### config.mk
export PLATFORM = sky130hd
export DESIGN_NAME = osm_cell
export DESIGN_NICKNAME = d
export VERILOG_FILES = /design/src/osm_pkg.sv /design/src/osm_cell.sv
export SDC_FILE = /design/constraint.sdc
export NUM_CORES = 1
export LEC_CHECK = 0
export ABC_AREA = 1
export BUFFER_PORTS_ARGS = -buffer_cell sky130_fd_sc_hd__buf_2
export CORE_MARGIN = 2
export CORE_UTILIZATION = 35
export DETAILED_ROUTE_END_ITERATION = 6
export PLACE_DENSITY = 0.74
export SKIP_LAST_GASP = 1
export SLEW_MARGIN = 20
export SYNTH_ARGS = -nofsm -noshare
export SYNTH_HDL_FRONTEND = slang
export SYNTH_SLANG_ARGS = --single-unit
export TNS_END_PERCENT = 50
### constraint.sdc
create_clock -name clk -period 4.38 [get_ports clk]
set_input_delay 0.438 -clock clk [delete_from_list [all_inputs] [get_ports clk]]
set_output_delay 0.438 -clock clk [all_outputs]
set_load 0.02 [all_outputs]
### src/osm_pkg.sv
package osm_pkg;

	localparam int OP_W     = 3;
	localparam int ST_W     = 2;
	localparam int ANSWER_W = 31;
	localparam int OPERAND_W = 31;

	localparam logic [OP_W-1:0] OP_INSERT = 3'd0;
	localparam logic [OP_W-1:0] OP_REMOVE = 3'd1;
	localparam logic [OP_W-1:0] OP_RANK   = 3'd2;
	localparam logic [OP_W-1:0] OP_KTH    = 3'd3;
	localparam logic [OP_W-1:0] OP_PRED   = 3'd4;
	localparam logic [OP_W-1:0] OP_SUCC   = 3'd5;

	localparam logic [ST_W-1:0] ST_OK   = 2'd0;
	localparam logic [ST_W-1:0] ST_FULL = 2'd1;
	localparam logic [ST_W-1:0] ST_NONE = 2'd2;

	localparam int TREE_RADIX = 16;

	typedef struct packed {
		logic lt;
		logic ge;
		logic gt;
		logic big;
	} flags_t;

	typedef struct packed {
		logic            exec;
		logic            ins;
		logic            rem;
		logic [OP_W-1:0] op;
	} cmd_t;

	function automatic int level_nodes(input int n, input int lvl);
		int c;
		c = n;
		for (int i = 0; i < lvl; i++) begin
			c = (c + TREE_RADIX - 1) / TREE_RADIX;
		end
		return c;
	endfunction

	function automatic int tree_levels(input int n);
		int c;
		int l;
		c = n;
		l = 0;
		while (c > 1) begin
			c = (c + TREE_RADIX - 1) / TREE_RADIX;
			l++;
		end
		if (l == 0) begin
			l = 1;
		end
		return l;
	endfunction

endpackage

### src/osm_cell.sv
module osm_cell #(
	parameter int VB  = 31,
	parameter int IW  = 10,
	parameter int CW  = 11,
	parameter int IDX = 0
) (
	input  logic            clk,
	input  osm_pkg::cmd_t   cmd,
	input  logic [VB-1:0]   v,
	input  logic [CW-1:0]   count,
	input  logic [VB-1:0]   left_value,
	input  osm_pkg::flags_t left_flags,
	input  logic [VB-1:0]   right_value,
	input  osm_pkg::flags_t right_flags,
	output logic [VB-1:0]   value,
	output osm_pkg::flags_t flags,
	output logic [VB+IW:0]  leaf
);
	import osm_pkg::*;

	localparam int CMPW = (VB > CW) ? VB : CW;

	logic [VB-1:0] value_q;
	logic          occupied;
	logic          hit;

	assign value    = value_q;
	assign occupied = CW'(IDX) < count;

	assign flags.lt  = occupied && (value_q < v);
	assign flags.ge  = occupied && (value_q >= v);
	assign flags.gt  = occupied && (value_q > v);
	assign flags.big = !occupied || (value_q > v);

	always_comb begin
		unique case (cmd.op)
			OP_RANK, OP_PRED: hit = flags.lt && !right_flags.lt;
			OP_KTH:           hit = occupied && (CMPW'(v) == CMPW'(IDX + 1));
			OP_SUCC:          hit = flags.gt && !left_flags.gt;
			OP_REMOVE:        hit = flags.ge && !left_flags.ge;
			default:          hit = 1'b0;
		endcase
	end

	// shift right on insert, left on remove
	always_ff @(posedge clk) begin
		if (cmd.exec) begin
			if (cmd.ins && flags.big) begin
				value_q <= left_flags.big ? left_value : v;
			end else if (cmd.rem && flags.ge) begin
				value_q <= right_value;
			end
			leaf <= hit ? {1'b1, IW'(IDX), value_q} : '0;
		end
	end

endmodule

Word-level counts from Yosys, hierarchy flattened
Cells that the tools add are included.

Magnitude comparators: 4. Equal/unequal tests: 6. Reduce and logical (&&, ||, !) cells: 17. Multiplexer cells: 5.

Operator list (count): $mux W31 (3); $mux W42 (1); $eq A31 B1 Y1 const B (1); $ge A31 B31 Y1 (1); $gt A31 B31 Y1 (1); $lt A31 B31 Y1 (1); $lt A1 B11 Y1 const A (1); $logic_and A1 B1 Y1 (9); $eq A3 B2 Y1 const B (2); $eq A3 B3 Y1 const B (2); $logic_not A1 Y1 (4); $pmux W1 S4 (1); $eq A3 B1 Y1 const B (1); $reduce_and A2 Y1 (1); $reduce_bool A2 Y1 (1); $reduce_or A2 Y1 (1); $logic_or A1 B1 Y1 (1).

Logic and storage cells: 35. Flip-flop bits (word level): 73. Output and inout bits: 77.

Depth between registers and ports, before layout
Gate-level depths: netlist of the first run.

Word-level depth: 6. Mapped depth: 17. Gate-level depth less buffers: 16.

Worst setup path before layout of the first run
No wires, ideal clock.

Path kind: reg-to-reg. From: register value_q[30] (netlist: value[30]). To: register value_q[0] (netlist: value[0]), enable pin. Arrival: 4037 ps. Path slack: -124 ps. Cell stages (with the launch flop): 12. Path buffers: 0. Clock period less this slack: 4504 ps. Cell sequence: edfxtp_1 ha_1 nand2_1 nor2_2 and2_1 and3_1 nand2_1 nand2_2 nand2_2 nand2_4 nand2_4 a21boi_0.

RTL lines: start: declaration (RTL line osm_cell.sv:23) `logic [VB-1:0] value_q;`; start signal: assignment (RTL line osm_cell.sv:49) `value_q <= left_flags.big ? left_value : v;`; start signal: assignment (RTL line osm_cell.sv:51) `value_q <= right_value;`.

Final worst setup path of the first run
From: register value_q[30] (netlist: value[30]). To: register value_q[16] (netlist: value[16]), enable pin.

Longest elaborated chain between the ends: 5.

RTL lines (RTL line): $gt A31 B31 Y1 or $ge A31 B31 Y1 (tied branches) (osm_cell.sv:33, osm_cell.sv:31); $logic_or A1 B1 Y1 or $logic_and A1 B1 Y1 (tied branches) (osm_cell.sv:33, osm_cell.sv:31); $logic_and A1 B1 Y1, on equally long branches (osm_cell.sv:48, osm_cell.sv:50); $reduce_bool A2 Y1 (no line) *; $reduce_and A2 Y1 (no line) *.

Mark *: on every way between the ends. The rest lies on a longest branch, timed or not. A chain may end at the register's enable or synchronous reset.

==> results by group, run 1 <==
Outcome
  – Run status: finished clean

Logic synthesis
  – Cell taking the most area after synthesis: edfxtp_1
  – Seq/Total Area, Yosys: 0.459
  – Dominant register cell in the synthesized netlist: edfxtp_1
  – FFs w/ async S/R, synth: 0
  – Total standard cell area after synthesis: 4120 sq um
  – Number of warnings reported in the yosys synthesis log: 0
  – Mean instance size in the synthesized netlist: 8.62 sq um
  – Cell types occupying the most area after synthesis: edfxtp_1, nand2_1, ha_1
  – Number of synthesized flops with an enable pin: 63
  – Distinct cell type count after synthesis: 31
  – Gate count of the mapped netlist: 478
  – #FFs+latches synth: 63
  – Portion of synthesized cell area occupied by the leading cell type: 0.459

Routing
  – Remaining DRCs: 0
  – Mean number of vias per cell: 4.57
  – Routed via count: 3680
  – Overall routed net length: 11400 um
  – Average wire per standard cell: 14.1 um
  – Remaining number of nets flagged by the antenna check after routing: 0
  – 1st-pass router iterations: 4
  – Iter 0 DRT Violations: 166

STA
  – Endpoints failing setup: 0
  – Worst slew slack as a fraction of its limit: 0.324
  – Peak Freq: 337 MHz
  – Period utilization: 0.678
  – Final number of max-transition violations: 0
  – Fin. Hold Viols: 0
  – Setup skew after layout: 8.28 ps
  – Shortest period the worst path allows: 2970 ps
  – RSZ-0062 raised after global routing: false
  – Total negative slack for setup checks: 0 ps
  – Slew at the pin closest to its max-slew limit: 1010 ps

CTS
  – Clk_lat worst skew: 330 ps
  – CTS buffer count: 9
  – H-tree level count: 3
  – Worst-case clock buffer depth: 2
  – Cts repair resizes: 0
  – Total setup buffers inserted after CTS: 0
  – Clock sink count: 63
  – TritonCTS clock tree: yes
  – Clock tree root buffer cell: clkbuf_16
  – Clock-pin slew of the registers on the worst-case setup and hold paths: 60 ps
  – Count of hold buffers inserted by post-cts repair: 0

Finish
  – Post-route standard cell area excluding fillers: 5420 sq um
  – Layout area overhead: 31.5%
  – Total Nets Final: 807
  – Inserted Diodes: 0
  – Number of filler instances in the final layout: 1104
  – Share of layout cells above drive strength 1: 0.361

Placed design
  – Number of port buffers: 181
  – Post-DP HPWL: 8790 um
  – Routability congestion estimate: 0.811
  – Placed standard-cell area: 5070 sq um

GRT
  – Largest net degree at the start of global routing: 64
  – Initial antenna violation count: 0
  – Global-route wire length before repair: 17700 um
  – Remaining global-route overflow: 0
  – Total routing usage reported by global routing: 0.181
  – Number of global-route vias before repair: 3561

Setup path
  – Startpoint kind of the worst setup timing path: register
  – Data arrival time of the critical path: 2990 ps
  – Required time worst endpoint: 4390 ps
  – Kind of end point of the critical path: register
  – Peak fanout along the critical path: 63
  – Path type of the worst setup path: reg2reg

Floorplan
  – Effective utilization at floorplan: 0.359
  – Number of placement rows: 39
  – Die height: 113 um
  – Die Area: 12700 sq um
  – Placeable core region: 11500 sq um
  – Die W: 113 um
  – Top-level I/O count: 196

Power and ir drop
  – Total power of the final layout: 1.98 mW
  – Worst IR Drop VDD: 0.000202 V
  – Leakage power total: 2.86 nW
  – Cell area power density: 366 nW/um^2

Flow run
  – Number of max-capacitance violations reported: 0

Worst hold path
  – Classification of the worst-slack hold path: in2reg
[state kept, by name, summed over array words and instances (netlist names)]
name,count
leaf,32
value,31
[placed cells by master (no fill, tap or decap), drive strengths merged, types with 2 or more instances in the layout]
cell and n:
o21ai 62, nor2 55, bufinv 3, a21oi 11
nor3 4, clkbuf 9, buf 184, conb 10
clkinv 4, edfxtp 63, nor4 3, nand3 8
and3 2, nand2 119, ha 31, a21o 2
nand4 5, inv 82
[final timing paths]
check / from / endpoint / slack, ps / cells after the start
worst min register to register: value[12] / leaf[12] / 610 / 2
worst max register to register: value[30] / value[16] / 1410 / 12
worst min-delay path: right_value[20] / value[20] / 380 / 3
worst max-delay path: value[30] / value[16] / 1410 / 12
[power by group]
part	total, mW	internal, mW	switching, mW
Combinational	0.404	0.143	0.261
Clock	0.837	0.558	0.280
Sequential	0.743	0.721	0.0220
Total	1.98	1.42	0.563
[stage by stage]
| stage | hold WS, ps | worst slack, ps | instances | utilization |
|---|---|---|---|---|
| floorplan | 550 | 698 | 487 | - |
| global placement | 592 | 1300 | 789 | 0.442 |
| detailed placement | 591 | 1270 | 789 | 0.442 |
| CTS | 370 | 1360 | 805 | 0.472 |
| global route | 383 | 1120 | 805 | 0.472 |
| finish | 377 | 1410 | 805 | 0.472 |
[Yosys cell counts, types with 2 or more instances]
master / count
o21ai_1: 16
nor2_1: 41
buf_1: 2
ha_1: 31
nor4_1: 3
inv_1: 82
o21ai_2: 15
nand3_1: 7
o21ai_0: 31
nand4_1: 5
buf_4: 10
edfxtp_1: 63
and3_1: 2
nand2_4: 2
a21oi_1: 11
nor3_1: 4
a21o_1: 2
nand2_1: 113
nand2_2: 4
buf_6: 8
nor2_2: 13
clkbuf_1: 4
[logic make-up after synthesis]
family | count (synthesis) | share of synthesized area
compound gates | 76 | 0.108
fa+ha+maj | 31 | 0.0941
simple gates | 199 | 0.212
mux | 1 | 0.00243
buf+inv | 107 | 0.124
other cells | 1 | 0.000910
flops | 63 | 0.459
[final cells by class]
class,instances,area (sq um),share of cell area
clock buffer,9,225,0.0416
clock inverter,7,121,0.0224
inverter,82,308,0.0568
multi-input combinational,317,1760,0.325
sequential,63,1890,0.349
tap,143,179,0.0330
timing repair buffer,184,928,0.171
[per-layer routing]
metal | part of all wire | vias to the layer above | global-route usage
li1 | - | 1893 | -
met1 | 0.42 | 1632 | 0.216
met2 | 0.50 | 136 | 0.317
met3 | 0.061 | 19 | 0.0356
met4 | 0.022 | 0 | 0.0756
met5 | 0 | - | 0
[critical path, cell delays in order, from the launching register on]
cell and delay, ps:
edfxtp_1 440, ha_1 330, nand2_1 80, nor2_2 160, and2_1 160, and3_1 140
nand2_1 80, nand2_2 100, nand2_2 70, nand2_4 80, nand2_4 410, a21boi_4 310
buf_4 280
No activity file was read; power rests on OpenSTA's default activity.
==> run 2: changes to the inputs <==
==> constraint.sdc (replaced) <==
create_clock -name clk -period 2.5 [get_ports clk]
set_input_delay 0.25 -clock clk [delete_from_list [all_inputs] [get_ports clk]]
set_output_delay 0.25 -clock clk [all_outputs]
set_load 0.02 [all_outputs]
==> run 2 against run 1 <==
Compared with the run above:
- sequential share of layout area is 2.3 points lower
- worst setup slack lost 1300 ps
- via count up 3.2%
- clock power is 46% higher
- global-route usage up 0.21 points
- non-clock buffer count increased by 29
- flip-flop and latch count is the same
- critical path type unchanged
- highest routed layer unchanged
==> results by group, run 2 (synthesis gave the netlist of run 1 again) <==
Outcome
  – Run status: finished clean

Setup path
  – Path type of the worst setup path: reg2reg
  – Reg-to-Reg Start: value[26]
  – Peak fanout along the critical path: 6 (-90%)
  – Required time worst endpoint: 2540 ps (-1850 ps)
  – CP max-delay cell: edfxtp_1
  – Data arrival time of the critical path: 2440 ps (-550 ps)
  – Critical path cell sequence: ha_4 > nand2_2 > nor2_2 > and2_4 > and3_4 > nand2_2 > nand2_4 > nand2_4 > nand2_4 > nand2_8 > a21boi_4 > buf_12 > clkbuf_16
  – Worst Setup SP: value[26]
  – Kind of end point of the critical path: register
  – Most common cell type on the critical path: nand2_4
  – Startpoint kind of the worst setup timing path: register
  – CP max stage delay: 450 ps (about the same)

STA
  – Final number of max-transition violations: 0 (unchanged)
  – Setup skew after layout: 9.29 ps (+1.01 ps)
  – Shortest period the worst path allows: 2400 ps (-567 ps)
  – Fin. Hold Viols: 0 (unchanged)
  – Worst slew slack as a fraction of its limit: 0.638 (+0.314)
  – Slew at the pin closest to its max-slew limit: 543 ps (-469 ps)
  – Worst slack on hold paths: 202 ps (-175 ps)
  – Endpoints failing setup: 0 (unchanged)
  – Peak Freq: 416 MHz (+24%)
  – RSZ-0062 raised after global routing: true
  – Period utilization: 0.962 (+0.283)

CTS
  – Clock-pin slew of the registers on the worst-case setup and hold paths: 60 ps (about the same)
  – Clock tree root buffer cell: clkbuf_16
  – Clk_lat worst skew: 330 ps (about the same)
  – H-tree level count: 3 (unchanged)
  – CTS buffer count: 9 (unchanged)
  – Clock sink count: 63 (unchanged)
  – TritonCTS clock tree: yes
  – Worst-case clock buffer depth: 2 (unchanged)
  – Count of hold buffers inserted by post-cts repair: 0 (unchanged)

Power and ir drop
  – Leakage power total: 3.01 nW (+5.3%)
  – Switching power: 998 uW (+77%)
  – Total power of the final layout: 3.36 mW (+69%)
  – Worst IR Drop VDD: 0.000296 V (+47%)
  – Sequential group share of total power: 0.387 (+0.013)
  – Power share of the combinational group: 0.250 (+0.046)
  – Cell area power density: 579 nW/um^2 (+58%)
  – Sw Ratio: 0.297 (+0.0135)
  – Clock share of power: 0.363 (-0.059)
  – Cell Int Power: 2.36 mW (+66%)

Finish
  – Post-route standard cell area excluding fillers: 5800 sq um (+7.0%)
  – Total Nets Final: 836 (+3.6%)
  – Fraction of the core area covered by cells at the end of the flow: 0.505 (+0.0331)
  – Max reg flops: 32 (unchanged)
  – Cell Count, Final, Fillers Out: 834 (+3.6%)
  – Most common cell after layout, fill and taps aside: buf_2
  – Inserted Diodes: 0 (unchanged)
  – Number of filler instances in the final layout: 1079 (-2.3%)
  – Largest reg by FF count: leaf
  – Most used cells in the layout excluding fill and tap cells: buf_2, nand2_1, inv_1, edfxtp_1, nor2_1
  – Share of layout cells above drive strength 1: 0.411 (+0.0500)
  – Layout area overhead: 40.7%

Floorplan
  – Effective utilization at floorplan: 0.359 (unchanged)
  – Top-level I/O count: 196 (unchanged)
  – Die Area: 12700 sq um (unchanged)
  – Die W: 113 um (unchanged)
  – Number of placement rows: 39 (unchanged)
  – Placeable core region: 11500 sq um (unchanged)
  – Die height: 113 um (unchanged)

Routing
  – Routed via count: 3796 (+3.2%)
  – Remaining DRCs: 0 (unchanged)
  – Iter 0 DRT Violations: 153 (-7.8%)
  – Mean number of vias per cell: 4.55 (-0.43%)
  – Average wire per standard cell: 14.6 um (+3.0%)
  – Overall routed net length: 12100 um (+6.7%)
  – 1st-pass router iterations: 6 (+2)
  – Remaining number of nets flagged by the antenna check after routing: 0 (unchanged)

GRT
  – Global-route wire length before repair: 17900 um (+1.2%)
  – Initial antenna violation count: 0 (unchanged)
  – Remaining global-route overflow: 0 (unchanged)
  – Largest net degree at the start of global routing: 61 (-4.7%)
  – Total routing usage reported by global routing: 0.183 (+0.00213)
  – Number of global-route vias before repair: 3676 (+3.2%)

Placed design
  – Cell count after placement: 796 (+0.89%)
  – Post-DP HPWL: 9140 um (+3.9%)
  – Number of port buffers: 181 (unchanged)
  – Placed standard-cell area: 5170 sq um (+1.9%)
  – Routability congestion estimate: 0.832 (+2.6%)

Worst hold path
  – Classification of the worst-slack hold path: in2reg
  – Hold path startpoint: right_value[20]

Flow run
  – Number of max-capacitance violations reported: 0 (unchanged)
==> run 2: final timing paths <==
kind                                  end  slack, ps  cells past startpoint
worst max-delay path            value[11]        100                     13
worst min-delay path            value[20]        200                      3
worst max register to register  value[11]        100                     13
worst min register to register   leaf[13]        620                      2
==> run 2: power groups by stage <==
stage	sequential, mW	combinational (mW)	clock [mW]
4_1_cts	1.30	0.750	1.25
2_1_floorplan	1.41	0.392	0
5_1_grt	1.31	0.937	1.29
3_3_place_gp	1.32	0.734	0
3_5_place_dp	1.32	0.745	0
6_report	1.30	0.839	1.22
==> run 2: timing repair <==
item                       in CTS  in global routing
setup endpoints to repair       0                 74
buffers inserted                0                 19
gates resized for setup         0                 22
==> run 2: metal layers <==
layer | GRT usage | up-vias | part of all wire
li1 | - | 1949 | -
met5 | 0 | - | 0
met2 | 0.329 | 133 | 0.51
met3 | 0.0405 | 18 | 0.053
met1 | 0.208 | 1696 | 0.42
met4 | 0.0780 | 0 | 0.018
==> run 2: cell type report <==
type                            count  area, sq um  share of cell area
Timing Repair Buffer              213         1260               0.217
Clock inverter                      7         63.8              0.0110
Sequential cell                    63         1890               0.326
Clock buffer                        9          225              0.0389
Inverter                           82          308              0.0531
Multi-Input combinational cell    317         1870               0.322
Tap cell                          143          179              0.0309
==> run 2: critical path: cells and delay by family, from the launching register on <==
family / cells / cell delay [ps]
AND/OR/NAND/NOR: 9 / 860
AO/OA/AOI/OAI: 1 / 170
flip-flops: 1 / 450
buffers and inverters: 2 / 300
adder cells (fa/ha/maj): 1 / 310
==> run 2: metrics by stage <==
stage                     TNS, ps  setup WS [ps]
after CTS                       0           14.6
after detailed placement        0           49.4
after floorplan             -5860           -189
after global placement          0           89.5
final                           0           95.7
after global routing        -1690          -65.4
